==> src/design/cubic_hermite_stereo_resampler_macros.svh <==
// assertion macros shared by the resampler modules
`ifndef CUBIC_HERMITE_STEREO_RESAMPLER_MACROS_SVH
`define CUBIC_HERMITE_STEREO_RESAMPLER_MACROS_SVH

// consequent checked in the same cycle as the antecedent
`define CHSR_ASSERT_SAME(label, ante, cons, msg) \
    label: assert property (@(posedge aclk) disable iff (!aresetn) (ante) |-> (cons)) \
        else $error(msg);

// consequent checked in the cycle after the antecedent
`define CHSR_ASSERT_NEXT(label, ante, cons, msg) \
    label: assert property (@(posedge aclk) disable iff (!aresetn) (ante) |=> (cons)) \
        else $error(msg);

`endif

==> src/design/chsr_pkg.sv <==
// shared types, constants and helper functions of the cubic stereo resampler
package chsr_pkg;

    localparam int SAMPLE_W = 16;
    localparam int STEP_W   = 18;
    localparam int DIG_W    = 8;
    localparam int COEF_W   = 20;
    localparam int A_W      = 17;
    localparam int B_W      = 20;

    localparam logic [STEP_W-1:0]          STEP_RESET = 18'd43691;
    localparam logic signed [SAMPLE_W-1:0] OUT_MAX    = 16'sh7fff;
    localparam logic signed [SAMPLE_W-1:0] OUT_MIN    = 16'sh8000;

    typedef enum logic [2:0] {
        ST_IDLE,
        ST_CHECK,
        ST_LOAD,
        ST_MUL_B,
        ST_MUL_A,
        ST_MUL_S,
        ST_ROUND,
        ST_FINISH
    } ctrl_state_t;

    // term added at the end of each horner pass
    typedef enum logic [1:0] {
        ADD_B,
        ADD_A,
        ADD_S
    } addend_sel_t;

    typedef struct packed {
        logic        capture;
        logic        slot_adv;
        logic        load;
        logic        mul_en;
        addend_sel_t addend;
        logic        emit;
        logic        finish;
    } dp_cmd_t;

    typedef struct packed {
        logic slots_none;
        logic pos_below_one;
        logic dig_last;
        logic out_busy;
    } dp_status_t;

    typedef struct packed {
        logic        load;
        logic        mul_en;
        logic        mul_first;
        logic        mul_last;
        addend_sel_t addend;
    } lane_ctl_t;

    // window index of one tap, clamped to the frames of the chunk
    function automatic logic [1:0] clamp_index(logic [1:0] slot, logic [1:0] tap,
                                               logic [1:0] lo);
        logic signed [3:0] v;
        v = $signed({2'b00, slot}) + $signed({2'b00, tap}) - 4'sd1;
        if (v < $signed({2'b00, lo})) begin
            return lo;
        end else if (v > 4'sd3) begin
            return 2'd3;
        end else begin
            return v[1:0];
        end
    endfunction

endpackage

==> src/design/chsr_lane.sv <==
// one channel: catmull-rom coefficients, digit-serial horner and round/saturate
module chsr_lane
    import chsr_pkg::*;
#(
    parameter int PHASE_FRAC_BITS = 16
) (
    input  logic                       aclk,
    input  lane_ctl_t                  ctl,
    input  logic [DIG_W-1:0]           dig,
    input  logic signed [SAMPLE_W-1:0] tap0,
    input  logic signed [SAMPLE_W-1:0] tap1,
    input  logic signed [SAMPLE_W-1:0] tap2,
    input  logic signed [SAMPLE_W-1:0] tap3,
    output logic signed [SAMPLE_W-1:0] result
);

    localparam int F  = PHASE_FRAC_BITS;
    localparam int AW = 3 * F + 24;
    localparam int SH = 3 * F + 1;
    localparam logic signed [AW-1:0] LIM     = AW'(17'd65535) << (3 * F);
    localparam logic signed [AW-1:0] NEG_LIM = -LIM;

    logic signed [COEF_W-1:0]   e0, e1, e2, e3;
    logic signed [COEF_W-1:0]   a_calc, b_calc, c_calc;
    logic signed [A_W-1:0]      a_reg;
    logic signed [B_W-1:0]      b_reg;
    logic signed [SAMPLE_W-1:0] s1_reg;
    logic signed [AW-1:0]       x_reg, r_reg;
    logic signed [AW+DIG_W:0]   prod_full;
    logic signed [AW-1:0]       prod, part, addend;
    logic signed [SAMPLE_W:0]   q, rnd;
    logic                       frac_nz, sat_hi, sat_lo;

    // polynomial coefficients from the four taps
    always_comb begin
        e0 = {{(COEF_W-SAMPLE_W){tap0[SAMPLE_W-1]}}, tap0};
        e1 = {{(COEF_W-SAMPLE_W){tap1[SAMPLE_W-1]}}, tap1};
        e2 = {{(COEF_W-SAMPLE_W){tap2[SAMPLE_W-1]}}, tap2};
        e3 = {{(COEF_W-SAMPLE_W){tap3[SAMPLE_W-1]}}, tap3};
        a_calc = e2 - e0;
        b_calc = (e0 <<< 1) - ((e1 <<< 2) + e1) + (e2 <<< 2) - e3;
        c_calc = ((e1 <<< 1) + e1) - ((e2 <<< 1) + e2) + e3 - e0;
    end

    // one fraction digit per cycle, most significant digit first
    always_comb begin
        prod_full = x_reg * $signed({1'b0, dig});
        prod      = prod_full[AW-1:0];
        part      = (ctl.mul_first ? '0 : (r_reg <<< DIG_W)) + prod;
    end

    // term scaled to the fraction weight of each pass
    always_comb begin
        case (ctl.addend)
            ADD_B:   addend = {{(AW-B_W){b_reg[B_W-1]}}, b_reg} << F;
            ADD_A:   addend = {{(AW-A_W){a_reg[A_W-1]}}, a_reg} << (2 * F);
            ADD_S:   addend = {{(AW-SAMPLE_W-1){s1_reg[SAMPLE_W-1]}}, s1_reg, 1'b1}
                              << (3 * F);
            default: addend = '0;
        endcase
    end

    always_ff @(posedge aclk) begin
        if (ctl.load) begin
            a_reg  <= a_calc[A_W-1:0];
            b_reg  <= b_calc[B_W-1:0];
            s1_reg <= tap1;
            x_reg  <= {{(AW-COEF_W){c_calc[COEF_W-1]}}, c_calc};
        end else if (ctl.mul_en) begin
            if (ctl.mul_last) begin
                x_reg <= part + addend;
            end else begin
                r_reg <= part;
            end
        end
    end

    // saturate, else truncate (2v+1)/2 toward zero
    always_comb begin
        sat_hi  = x_reg > LIM;
        sat_lo  = x_reg < NEG_LIM;
        q       = x_reg[SH+SAMPLE_W:SH];
        frac_nz = |x_reg[SH-1:0];
        rnd     = q + $signed({{SAMPLE_W{1'b0}}, x_reg[AW-1] & frac_nz});
        if (sat_hi) begin
            result = OUT_MAX;
        end else if (sat_lo) begin
            result = OUT_MIN;
        end else begin
            result = rnd[SAMPLE_W-1:0];
        end
    end

endmodule

==> src/design/chsr_datapath.sv <==
// frame history, output position, two channel lanes and the result register
`include "cubic_hermite_stereo_resampler_macros.svh"
module chsr_datapath
    import chsr_pkg::*;
#(
    parameter int PHASE_FRAC_BITS = 16
) (
    input  logic                aclk,
    input  logic                aresetn,
    input  dp_cmd_t             cmd,
    output dp_status_t          status,
    input  logic [2*SAMPLE_W-1:0] s_tdata,
    input  logic                s_tlast,
    output logic                m_tvalid,
    input  logic                m_tready,
    output logic [2*SAMPLE_W-1:0] m_tdata,
    output logic                m_tlast,
    input  logic                cfg_valid,
    output logic                cfg_ready,
    input  logic [STEP_W-1:0]   cfg_data
);

    localparam int F     = PHASE_FRAC_BITS;
    localparam int POS_W = ((F > STEP_W) ? F : STEP_W) + 1;
    localparam int NDIG  = (F + DIG_W - 1) / DIG_W;
    localparam int FP    = NDIG * DIG_W;
    localparam int DCW   = (NDIG > 1) ? $clog2(NDIG) : 1;
    localparam int INT_W = POS_W - F + 2;
    localparam logic [POS_W-1:0] ONE_POS  = {{(POS_W-1){1'b0}}, 1'b1} << F;
    localparam logic [POS_W-1:0] MIN_STEP = ONE_POS >> 2;

    logic [STEP_W-1:0] step_reg, step_next;
    logic [1:0]        fs_reg, fs_next;
    logic [POS_W-1:0]  pos_reg, pos_next;
    logic [1:0]        slot_reg, slot_next;
    logic [1:0]        slots_left_reg, slots_left_next;
    logic              end_reg, end_next;
    logic [DCW-1:0]    dig_cnt_reg, dig_cnt_next;
    logic              out_valid_reg, out_valid_next;

    logic signed [SAMPLE_W-1:0] h0_l_reg, h1_l_reg, h2_l_reg, new_l_reg;
    logic signed [SAMPLE_W-1:0] h0_r_reg, h1_r_reg, h2_r_reg, new_r_reg;
    logic signed [SAMPLE_W-1:0] out_l_reg, out_r_reg;
    logic                       out_last_reg;

    logic [1:0]       lo, idx0, idx1, idx2, idx3;
    logic [POS_W-1:0] step_eff, p_next, pos_drop;
    logic [FP-1:0]    fpad;
    logic [DCW-1:0]   dig_idx;
    logic [DIG_W-1:0] dig;
    logic             dig_last, last;
    logic [1:0]       first_slot, slot_count;
    lane_ctl_t        lane_ctl;
    logic signed [SAMPLE_W-1:0] tl0, tl1, tl2, tl3, tr0, tr1, tr2, tr3;
    logic signed [SAMPLE_W-1:0] res_l, res_r;

    function automatic logic signed [SAMPLE_W-1:0] pick(logic [1:0] sel,
        logic signed [SAMPLE_W-1:0] f0, logic signed [SAMPLE_W-1:0] f1,
        logic signed [SAMPLE_W-1:0] f2, logic signed [SAMPLE_W-1:0] f3);
        case (sel)
            2'd0:    return f0;
            2'd1:    return f1;
            2'd2:    return f2;
            default: return f3;
        endcase
    endfunction

    // window taps for the current slot
    always_comb begin
        lo   = 2'd3 - fs_reg;
        idx0 = clamp_index(slot_reg, 2'd0, lo);
        idx1 = clamp_index(slot_reg, 2'd1, lo);
        idx2 = clamp_index(slot_reg, 2'd2, lo);
        idx3 = clamp_index(slot_reg, 2'd3, lo);
        tl0 = pick(idx0, h0_l_reg, h1_l_reg, h2_l_reg, new_l_reg);
        tl1 = pick(idx1, h0_l_reg, h1_l_reg, h2_l_reg, new_l_reg);
        tl2 = pick(idx2, h0_l_reg, h1_l_reg, h2_l_reg, new_l_reg);
        tl3 = pick(idx3, h0_l_reg, h1_l_reg, h2_l_reg, new_l_reg);
        tr0 = pick(idx0, h0_r_reg, h1_r_reg, h2_r_reg, new_r_reg);
        tr1 = pick(idx1, h0_r_reg, h1_r_reg, h2_r_reg, new_r_reg);
        tr2 = pick(idx2, h0_r_reg, h1_r_reg, h2_r_reg, new_r_reg);
        tr3 = pick(idx3, h0_r_reg, h1_r_reg, h2_r_reg, new_r_reg);
    end

    // position arithmetic and fraction digit
    always_comb begin
        step_eff = ({{(POS_W-STEP_W){1'b0}}, step_reg} < MIN_STEP) ? MIN_STEP
                 : {{(POS_W-STEP_W){1'b0}}, step_reg};
        p_next   = pos_reg + step_eff;
        pos_drop = (pos_reg >= ONE_POS) ? pos_reg - ONE_POS : '0;
        // last result once the next position clears every remaining slot
        last     = INT_W'(p_next >> F) >= INT_W'(slots_left_reg);
        fpad     = FP'(pos_reg[F-1:0]);
        dig_idx  = DCW'(NDIG - 1) - dig_cnt_reg;
        dig      = fpad[dig_idx*DIG_W +: DIG_W];
        dig_last = dig_cnt_reg == DCW'(NDIG - 1);
    end

    // slots to visit for the arriving frame
    always_comb begin
        if (s_tlast) begin
            first_slot = (lo == 2'd0) ? 2'd1 : lo;
            slot_count = (fs_reg == 2'd3) ? 2'd3 : fs_reg + 2'd1;
        end else begin
            first_slot = 2'd1;
            slot_count = {1'b0, fs_reg[1]};
        end
    end

    // control register next values
    always_comb begin
        step_next       = step_reg;
        fs_next         = fs_reg;
        pos_next        = pos_reg;
        slot_next       = slot_reg;
        slots_left_next = slots_left_reg;
        end_next        = end_reg;
        dig_cnt_next    = dig_cnt_reg;
        out_valid_next  = out_valid_reg;
        if (cfg_valid) begin
            step_next = cfg_data;
        end
        if (cmd.capture) begin
            end_next        = s_tlast;
            slot_next       = first_slot;
            slots_left_next = slot_count;
            dig_cnt_next    = '0;
        end
        if (cmd.slot_adv) begin
            pos_next        = pos_drop;
            slot_next       = slot_reg + 2'd1;
            slots_left_next = slots_left_reg - 2'd1;
        end
        if (cmd.mul_en) begin
            dig_cnt_next = dig_last ? '0 : dig_cnt_reg + DCW'(1);
        end
        if (m_tready) begin
            out_valid_next = 1'b0;
        end
        if (cmd.emit) begin
            pos_next       = p_next;
            out_valid_next = 1'b1;
        end
        if (cmd.finish) begin
            if (end_reg) begin
                fs_next  = 2'd0;
                pos_next = '0;
            end else begin
                fs_next = (fs_reg == 2'd3) ? 2'd3 : fs_reg + 2'd1;
            end
        end
    end

    always_ff @(posedge aclk) begin
        if (!aresetn) begin
            step_reg       <= STEP_RESET;
            fs_reg         <= 2'd0;
            pos_reg        <= '0;
            slot_reg       <= 2'd0;
            slots_left_reg <= 2'd0;
            end_reg        <= 1'b0;
            dig_cnt_reg    <= '0;
            out_valid_reg  <= 1'b0;
        end else begin
            step_reg       <= step_next;
            fs_reg         <= fs_next;
            pos_reg        <= pos_next;
            slot_reg       <= slot_next;
            slots_left_reg <= slots_left_next;
            end_reg        <= end_next;
            dig_cnt_reg    <= dig_cnt_next;
            out_valid_reg  <= out_valid_next;
        end
    end

    // frame history and result payload
    always_ff @(posedge aclk) begin
        if (cmd.capture) begin
            new_l_reg <= s_tdata[SAMPLE_W-1:0];
            new_r_reg <= s_tdata[2*SAMPLE_W-1:SAMPLE_W];
        end
        if (cmd.finish && !end_reg) begin
            h0_l_reg <= h1_l_reg;
            h1_l_reg <= h2_l_reg;
            h2_l_reg <= new_l_reg;
            h0_r_reg <= h1_r_reg;
            h1_r_reg <= h2_r_reg;
            h2_r_reg <= new_r_reg;
        end
        if (cmd.emit) begin
            out_l_reg    <= res_l;
            out_r_reg    <= res_r;
            out_last_reg <= last;
        end
    end

    assign lane_ctl = '{load: cmd.load, mul_en: cmd.mul_en, mul_first: dig_cnt_reg == '0,
                        mul_last: dig_last, addend: cmd.addend};

    chsr_lane #(.PHASE_FRAC_BITS(PHASE_FRAC_BITS)) u_lane_l (
        .aclk   (aclk),
        .ctl    (lane_ctl),
        .dig    (dig),
        .tap0   (tl0),
        .tap1   (tl1),
        .tap2   (tl2),
        .tap3   (tl3),
        .result (res_l)
    );

    chsr_lane #(.PHASE_FRAC_BITS(PHASE_FRAC_BITS)) u_lane_r (
        .aclk   (aclk),
        .ctl    (lane_ctl),
        .dig    (dig),
        .tap0   (tr0),
        .tap1   (tr1),
        .tap2   (tr2),
        .tap3   (tr3),
        .result (res_r)
    );

    // status back to the controller and port drive
    assign status.slots_none    = slots_left_reg == 2'd0;
    assign status.pos_below_one = pos_reg < ONE_POS;
    assign status.dig_last      = dig_last;
    assign status.out_busy      = out_valid_reg && !m_tready;

    assign m_tvalid  = out_valid_reg;
    assign m_tdata   = {out_r_reg, out_l_reg};
    assign m_tlast   = out_last_reg;
    assign cfg_ready = 1'b1;

    `CHSR_ASSERT_SAME(a_emit_reg_free, cmd.emit, !(out_valid_reg && !m_tready), "result register overwritten")
    `CHSR_ASSERT_SAME(a_emit_in_frame, cmd.emit, pos_reg < ONE_POS, "result taken past the current frame")
    `CHSR_ASSERT_SAME(a_load_has_slot, cmd.load, slots_left_reg != 2'd0, "load with no slot left")
    `CHSR_ASSERT_NEXT(a_chunk_clear, cmd.finish && end_reg, fs_reg == 2'd0 && pos_reg == '0, "chunk end left state behind")

endmodule

==> src/design/chsr_ctrl.sv <==
// sequencer for capture, slot walk, horner passes and result transfer
`include "cubic_hermite_stereo_resampler_macros.svh"
module chsr_ctrl
    import chsr_pkg::*;
(
    input  logic       aclk,
    input  logic       aresetn,
    input  logic       s_tvalid,
    output logic       s_tready,
    input  dp_status_t status,
    output dp_cmd_t    cmd
);

    ctrl_state_t state_reg, state_next;

    // next state
    always_comb begin
        state_next = state_reg;
        case (state_reg)
            ST_IDLE: begin
                if (s_tvalid) begin
                    state_next = ST_CHECK;
                end
            end
            ST_CHECK: begin
                if (status.slots_none) begin
                    state_next = ST_FINISH;
                end else if (status.pos_below_one) begin
                    state_next = ST_LOAD;
                end
            end
            ST_LOAD:  state_next = ST_MUL_B;
            ST_MUL_B: begin
                if (status.dig_last) begin
                    state_next = ST_MUL_A;
                end
            end
            ST_MUL_A: begin
                if (status.dig_last) begin
                    state_next = ST_MUL_S;
                end
            end
            ST_MUL_S: begin
                if (status.dig_last) begin
                    state_next = ST_ROUND;
                end
            end
            ST_ROUND: begin
                if (!status.out_busy) begin
                    state_next = ST_CHECK;
                end
            end
            ST_FINISH: state_next = ST_IDLE;
            default:   state_next = ST_IDLE;
        endcase
    end

    // commands
    always_comb begin
        cmd      = '0;
        s_tready = 1'b0;
        case (state_reg)
            ST_IDLE: begin
                s_tready    = 1'b1;
                cmd.capture = s_tvalid;
            end
            ST_CHECK: cmd.slot_adv = !status.slots_none && !status.pos_below_one;
            ST_LOAD:  cmd.load = 1'b1;
            ST_MUL_B: begin
                cmd.mul_en = 1'b1;
                cmd.addend = ADD_B;
            end
            ST_MUL_A: begin
                cmd.mul_en = 1'b1;
                cmd.addend = ADD_A;
            end
            ST_MUL_S: begin
                cmd.mul_en = 1'b1;
                cmd.addend = ADD_S;
            end
            ST_ROUND:  cmd.emit = !status.out_busy;
            ST_FINISH: cmd.finish = 1'b1;
            default: begin
                cmd      = '0;
                s_tready = 1'b0;
            end
        endcase
    end

    always_ff @(posedge aclk) begin
        if (!aresetn) begin
            state_reg <= ST_IDLE;
        end else begin
            state_reg <= state_next;
        end
    end

    `CHSR_ASSERT_SAME(a_one_cmd, 1'b1, $onehot0({cmd.capture, cmd.slot_adv, cmd.load, cmd.mul_en, cmd.emit, cmd.finish}), "more than one datapath command")
    `CHSR_ASSERT_NEXT(a_capture_check, cmd.capture, state_reg == ST_CHECK, "transfer not followed by slot check")
    `CHSR_ASSERT_NEXT(a_emit_return, cmd.emit, state_reg == ST_CHECK && !s_tready, "result not followed by slot check")

endmodule

==> src/design/cubic_hermite_stereo_resampler.sv <==
// top level of the catmull-rom cubic stereo resampler
//
//  channel  ports       tdata / data bits             side bit
//  input    s_*         [15:0] left, [31:16] right    tlast: chunk end
//  output   m_*         [15:0] left, [31:16] right    tlast: last result of frame
//  config   cfg_*       [17:0] phase step, Q2.16      none
//
//  a frame with no result passes the check and finish states; each result adds a load,
//  three horner passes through the 8-bit digit-serial multiplier and a round state
//  the check state is repeated for each window slot the position steps over
//  aresetn is synchronous; there is no clearing pass
//  a result waits in the output register; a further result stalls until it is taken
//  the input is taken only between frames, also while a result waits
module cubic_hermite_stereo_resampler
    import chsr_pkg::*;
#(
    parameter int PHASE_FRAC_BITS = 16
) (
    input  logic                  aclk,
    input  logic                  aresetn,
    input  logic                  s_tvalid,
    output logic                  s_tready,
    input  logic [2*SAMPLE_W-1:0] s_tdata,   // in_left [15:0], in_right [31:16]
    input  logic                  s_tlast,
    output logic                  m_tvalid,
    input  logic                  m_tready,
    output logic [2*SAMPLE_W-1:0] m_tdata,   // out_left [15:0], out_right [31:16]
    output logic                  m_tlast,
    input  logic                  cfg_valid,
    output logic                  cfg_ready,
    input  logic [STEP_W-1:0]     cfg_data
);

    dp_cmd_t    cmd;
    dp_status_t status;

    chsr_ctrl u_ctrl (
        .aclk     (aclk),
        .aresetn  (aresetn),
        .s_tvalid (s_tvalid),
        .s_tready (s_tready),
        .status   (status),
        .cmd      (cmd)
    );

    chsr_datapath #(.PHASE_FRAC_BITS(PHASE_FRAC_BITS)) u_datapath (
        .aclk      (aclk),
        .aresetn   (aresetn),
        .cmd       (cmd),
        .status    (status),
        .s_tdata   (s_tdata),
        .s_tlast   (s_tlast),
        .m_tvalid  (m_tvalid),
        .m_tready  (m_tready),
        .m_tdata   (m_tdata),
        .m_tlast   (m_tlast),
        .cfg_valid (cfg_valid),
        .cfg_ready (cfg_ready),
        .cfg_data  (cfg_data)
    );

endmodule

==> config.mk <==
export PLATFORM = sky130hd
export DESIGN_NAME = cubic_hermite_stereo_resampler
export DESIGN_NICKNAME = d
export VERILOG_FILES = /design/src/design/chsr_pkg.sv /design/src/design/chsr_lane.sv /design/src/design/chsr_datapath.sv /design/src/design/chsr_ctrl.sv /design/src/design/cubic_hermite_stereo_resampler.sv
export VERILOG_INCLUDE_DIRS = /design/src /design/src/design
export SDC_FILE = /design/constraint.sdc
export NUM_CORES = 2
export LEC_CHECK = 0
export BUFFER_PORTS_ARGS = -buffer_cell sky130_fd_sc_hd__buf_2
export CORE_MARGIN = 3
export CORE_UTILIZATION = 40
export CTS_BUF_LIST = sky130_fd_sc_hd__clkbuf_4
export CTS_CLUSTER_SIZE = 28
export DETAILED_ROUTE_END_ITERATION = 8
export GPL_TIMING_DRIVEN = 0
export HOLD_SLACK_MARGIN = 0.1
export SLEW_MARGIN = 20
export SYNTH_ARGS = -nofsm -noshare
export SYNTH_HDL_FRONTEND = slang
export SYNTH_SLANG_ARGS = --single-unit
==> constraint.sdc <==
create_clock -name aclk -period 11.37 [get_ports aclk]
set_input_delay 2.274 -clock aclk [delete_from_list [all_inputs] [get_ports aclk]]
set_output_delay 2.274 -clock aclk [all_outputs]
set_load 0.005 [all_outputs]
* Yosys cells after proc, flatten, opt, wreduce, memory -nomap -nowiden
Cells that the tools add are included.
Widths: inputs -> output; s select.
** Word-level totals
- Register bits :: 588
- Input bits :: 56
- Output and inout port bits :: 36
- Word-level logic and storage cells :: 207
** Cells by class
- Add/sub/neg operators :: 41
- Multiply operators :: 2
- Order comparisons :: 16
- Eq/ne operators :: 24
- Shift operators :: 1
- Mux-type cells :: 63
- Bitwise gates (word level) :: 4
- Reduce and logical (&&, ||, !) cells :: 26
** Operators by type and width (number)
- $mux 72 :: 8
- $pmux 72 s3 :: 2
- $pmux 16 s3 :: 8
- $add 72x72->72 :: 4
- $gt 72x65->1 const B :: 2
- $lt 72x65->1 const B :: 2
- $mul 72x9->72 :: 2
- $reduce_or 49->1 :: 2
- $mux 19 :: 5
- $sub 20x16->20 :: 4
- $add 17x16->18 :: 4
- $add 19x16->20 :: 2
- $add 20x18->20 :: 2
- $sub 17x19->20 :: 2
- $add 18x16->19 :: 2
- $sub 18x18->19 :: 2
- $mux 2 :: 17
- $sub 16x16->17 :: 2
- $add 16x2->16 :: 2
- $mux 16 :: 2
- $pmux 3 s8 :: 1
- $mux 3 :: 7
- $add 19x19->19 :: 1
- $ge 19x17->1 const B :: 1
- other kinds (37) :: 91

* Longest topological paths before layout
- Word-level depth :: 12
- Gate-level depth with buffers :: 41
- Depth with buffers taken out :: 38

* Cells and area by module
From an unflattened synthesis, not the netlist that was laid out.
** Unflattened totals
- Cell total of the unflattened synthesis :: 8320
- Area, all modules :: 80951.4 µm²
** By module, submodules not included
- chsr_lane (u_datapath.u_lane_l) :: instances 1, cells each 3719, area each 34854.7 µm², seq. area each 5675.4 µm²
- chsr_lane (u_datapath.u_lane_r) :: instances 1, cells each 3707, area each 34466.8 µm², seq. area each 5675.4 µm²
- chsr_datapath :: instances 1, cells each 847, area each 11328.4 µm², seq. area each 5755.5 µm²
- chsr_ctrl :: instances 1, cells each 47, area each 301.5 µm², seq. area each 60.1 µm²

* Worst setup path after synthesis
No wires, ideal clock.
- Kind :: register -> register
- Start :: register u_datapath.dig_cnt_reg
- End :: register u_datapath.u_lane_l.x_reg[69] (data pin)
- Library setup time :: 400 ps
- Arrival time :: 9430 ps
- Data required time :: 10970 ps
- Path slack :: 1539 ps
- Stages on the path, launching flop included :: 40
- Path buffers :: 4
- Period minus slack after synthesis :: 9831 ps
- Cells stage by stage :: dfxtp_1 -> clkbuf_1 -> clkbuf_1 -> mux2_2 -> clkbuf_1 -> clkbuf_1 -> nand2_1 -> fa_1 -> inv_1 -> fa_1 -> fa_1 -> fa_1 -> inv_1 -> fa_1 -> inv_1 -> ha_1 -> o21a_1 -> nor2_1 -> [4 not listed] -> a41o_1 -> a21oi_1 -> o21bai_1 -> a21oi_1 -> xnor2_1 -> ha_1 -> nand2_1 -> o211ai_1 -> a21o_1 -> a211oi_1 -> a211o_1 -> a21boi_2 -> a221oi_1 -> o31a_1 -> nand2_1 -> a221oi_1 -> xnor2_1 -> o21ai_1
** Between the ends
- Word-level cells in the longest chain between the ends :: 8
- Elaborated cells on any way between the ends :: 9
- Classes of those cells :: 3 x add/sub; 1 x mul; 1 x shift; 4 x mux
** RTL lines
- from (decl) :: line chsr_datapath.sv:38 : logic [DCW-1:0] dig_cnt_reg, dig_cnt_next;
- from (signal assigned) :: line chsr_datapath.sv:171 : dig_cnt_reg <= dig_cnt_next;
- $sub 1x1->1 :: line chsr_datapath.sv:94 : dig_idx = DCW'(NDIG - 1) - dig_cnt_reg;
- $shiftx 16x5->8 :: line chsr_datapath.sv:95 : dig = fpad[dig_idx*DIG_W +: DIG_W];
- $mul 72x9->72 :: line chsr_lane.sv:47 : prod_full = x_reg * $signed({1'b0, dig});
- $add 72x72->72 (*) :: line chsr_lane.sv:49 : part = (ctl.mul_first ? '0 : (r_reg <<< DIG_W)) + prod;
- via u_datapath.u_lane_l.part[32] :: line chsr_lane.sv:30 : logic signed [AW-1:0] prod, part, addend;
- $add 72x72->72 (*) :: line chsr_lane.sv:71 : x_reg <= part + addend;
- $mux 72 (*) :: line chsr_lane.sv:70 : if (ctl.mul_last) begin
- $mux 72 (*) :: line chsr_lane.sv:69 : end else if (ctl.mul_en) begin
- $mux 72 (*) :: line chsr_lane.sv:64 : if (ctl.load) begin
- to (signal assigned) :: line chsr_lane.sv:68 : x_reg <= {{(AW-COEF_W){c_calc[COEF_W-1]}}, c_calc};
- to (signal assigned) :: line chsr_lane.sv:71
- to (decl) :: line chsr_lane.sv:28 : logic signed [AW-1:0] x_reg, r_reg;
The timed path passes the listed nets; every way through them passes the cells marked *. The select of a mux whose other input is x is not followed.
A chain may end at the register's enable or synchronous reset.

* Final worst setup path
Same ends and word-level chain as after synthesis.

==> summary.md <==
| Metric | Value |
|---|---|
| Crit. End Element | `register` |
| Post-Syn Instances | `8150` |
| Die Wd | `between 400 and 500 um` |
| Yosys warnings | `0` |
| Routed WL | `260 mm` |
| Worst r2r dst | `u_datapath.u_lane_l.x_reg[69]` |
| Critical Path AT | `12.00 ns` |
| Die Ht | `approximately 450 um` |
| Slew Limit Fails | `0` |
| Setup Viol. Count Final | `0` |
| Residual DRC count | `0` |
| # IOs | `92` |
| Buf+Inv Stages, Crit Path | `5` |
| Detailed Place HPWL | `216 mm` |
| Number of library cell types mapped by synthesis | `about 90` |
| Clk buf depth | `3` |
| Async S/R FF share, synth | `0%` |
| Worst hold slack | `about 0.47 ns` |
| CTS buffer count | `173` |
| FILL cells | `about 19000` |
| Outcome | `finished, final reports clean` |
| Initial antenna violation count | `15` |
| Die area | `between 0.2 and 0.25 sq mm` |
| Syn Nets | `9916` |
| Critical path's top delay family | `compound AO/OA/AOI/OAI gates` |
| CP peak stage delay | `0.68 ns` |
| Number of port buffers | `89` |
| Drt wl/cell | `between 20 and 25 um` |
| Initial DRC Count | `4858` |
| Largest net degree at the start of global routing | `between 50 and 60` |
| CP max FO | `10` |
| Synth area leaders | `fa_1 (29%), edfxtp_1 (20%), ha_1 (8.7%)` |
| Synth area leader | `fa_1` |
| Fmax | `a little over 90 MHz` |
| Layout cells sized above 1 | `7.12%` |
| CTS tree | `done` |
| Post-DRT Antenna Nets | `0` |
| Final hold violations | `0` |
| Worst Setup Start Kind | `register` |
| Post-synth top cells | `inv_1 (1367), fa_1 (1154), nand2_1 (900)` |
| HP Start | `u_datapath.step_reg[0]` |
| Slack of the critical path | `0.330 ns` |
| Root buffer cell | `clkbuf_4` |
| Global-route wire length before repair | `about 400 mm` |
| Placer Congestion | `around 0.98` |
| Net count, final | `around 10000` |
| GR Util All Layers | `25.5%` |
| Critical R2R Launch | `u_datapath.dig_cnt_reg` |
| Clock Latency Late Sink | `about 1.3 ns` |
| Worst-path clk slew | `0.07 ns` |
| Area share of the largest cell type after synthesis | `between 20% and 30%` |
| Row count | `approximately 160` |
| Most used cell, CP | `fa_1` |
| DR pass1 iterations | `6` |
| Final Skew | `~0.14 ns` |
| Slew Limit Headroom | `19.8%` |
| Sequential element share of the synthesized area | `21.5%` |
| Layout overhead on the synthesized area | `8.72%` |
| Worst Path Required | `between 10 and 15 ns` |
| Grt ovf | `0` |
| Synthesized area | `roughly 0.08 sq mm` |
| CORE AREA | `between 0.15 and 0.2 sq mm` |
| R2R cell count | `33` |
| Post-synth EDFFs | `approximately 540` |
| Crit share post-route | `97.1%` |
| Hold Path Class | `reg2reg` |
| Slowest CP cell | `fa_1` |
| R2r setup slk | `between 0.3 and 0.4 ns` |
| Via count | `just over 60000` |
| CP Class | `reg2reg` |
| Unrepaired setup endpoints after global routing | `no` |
| Most frequent cell after synthesis | `inv_1` |
| Hold Buf Count CTS | `0` |
| Place WS | `-2.05 ns` |
| Max Cap Viol | `0` |
| Syn avg cell area | `roughly 9.8 sq um` |
| Hold EP | `u_datapath.step_reg[0]` |
| DR vias/cell | `roughly 5.4` |
| Number of global-route vias before repair | `a little over 60000` |
| Clock sink total | `588` |
| Crit path time final | `about 11 ns` |
| Ys flop type | `edfxtp_1` |
| CTS HTree Levels | `4` |
| FF+latch count, synth | `approximately 590` |
| Hold Path Cell Cnt | `2` |
| Initial Util | `a little over 40%` |
| Slew @ Worst Pin | `between 1 and 1.5 ns` |
[worst reg2reg max path, delay by kind of cell, from the launching register on]
family	cells	cell delay (ns)
flip-flops	1	0.45
multiplexers	1	0.34
AND/OR/NAND/NOR	5	1.38
AO/OA/AOI/OAI	13	3.60
buffers and inverters	5	1.15
adder cells (fa/ha/maj)	7	3.38
XOR/XNOR	2	0.40
[how the worst max path moves through the flow]
stage                           startpoint                            end  slack [ns]  depth (start not counted)
floorplan           u_datapath.dig_cnt_reg  u_datapath.u_lane_l.x_reg[69]        1.54                         39
global placement    u_datapath.dig_cnt_reg  u_datapath.u_lane_l.x_reg[70]       -2.10                         37
detailed placement  u_datapath.dig_cnt_reg  u_datapath.u_lane_r.x_reg[71]       -2.05                         40
CTS                 u_datapath.slot_reg[0]  u_datapath.u_lane_l.x_reg[20]        0.10                         34
global route        u_datapath.pos_reg[11]  u_datapath.u_lane_r.x_reg[71]        0.06                         38
finish              u_datapath.dig_cnt_reg  u_datapath.u_lane_l.x_reg[69]        0.33                         33
[per-layer routing]
metal | vias up | GRT usage [%] | wire length, um
met2 | 2346 | 39.2 | 115000
met5 | - | 0 | 38
met1 | 30400 | 34.1 | 109000
li1 | 27200 | - | -
met4 | 6 | 11.1 | 12300
met3 | 527 | 6.53 | 23400
[per-stage QoR]
stage	TNS, ns	cells	area [sq um]	util [%]
5_1_grt	0	11200	86700	43.8
6_report	0	11200	86700	43.8
2_1_floorplan	0	8150	79800	-
3_3_place_gp	-304.98	10900	83500	42.2
3_5_place_dp	-83.64	10900	84200	42.6
4_1_cts	0	11200	86600	43.8
[cell type report]
cell class,instances,area [sq um],share of cell area (%)
clock buffers,234,1760,2.03
plain buffers,358,1480,1.71
multi-input cells,5833,56300,64.9
repair buffers,116,1050,1.22
inverters,1367,5130,5.92
flip-flops and latches,588,17200,19.8
clock inverters,66,467,0.538
diodes,18,45.0,0.0520
well taps,2640,3300,3.81
[timing repair]
| item | in CTS | in global routing |
|---|---|---|
| endpoints found under the setup margin | 83 | 84 |
| cloned | 0 | 0 |
| buffers inserted | 0 | 1 |
| pin swaps | 0 | 1 |
| gates resized for setup | 57 | 53 |
[kinds of logic (layout without fill, tap and decap cells)]
kind of cell    count (synthesis)  in the layout  share of synthesized area (%)
xor+xnor                      372            372                           4.10
buf+inv                      1729           2141                           8.15
other cells                     1             19                        0.00470
simple gates                 2191           2191                           13.6
flops                         588            588                           21.5
fa+ha+maj                    1710           1710                           37.7
mux                           291            291                           4.68
compound gates               1268           1268                           10.3
[cells in the final DEF, fill, tap and decap left out, drive strengths merged, types with 13 or more instances in the layout]
cell type	netlist	final
a211oi	43	43
a21boi	38	38
a21o	237	237
a21oi	315	315
a31oi	24	24
and2	416	416
and3	37	37
buf	45	160
clkbuf	317	546
clkinv	0	57
dfxtp	49	49
diode	0	18
edfxtp	539	539
fa	1154	1154
ha	556	556
inv	1367	1373
mux2	14	14
mux2i	213	213
mux4	64	64
nand2	900	900
nand2b	32	32
nand3	86	86
nand4	48	48
nor2	205	205
nor2b	319	319
nor3	50	50
nor4	42	42
o211ai	22	22
o21a	44	44
o21ai	342	342
o21bai	50	50
o31ai	27	27
or2	13	13
or3	21	21
xnor2	222	222
xor2	149	149
Power is left out: the tool's default activity adds up to more than one toggle a clock period on the data nets, which glitch-free logic cannot reach.
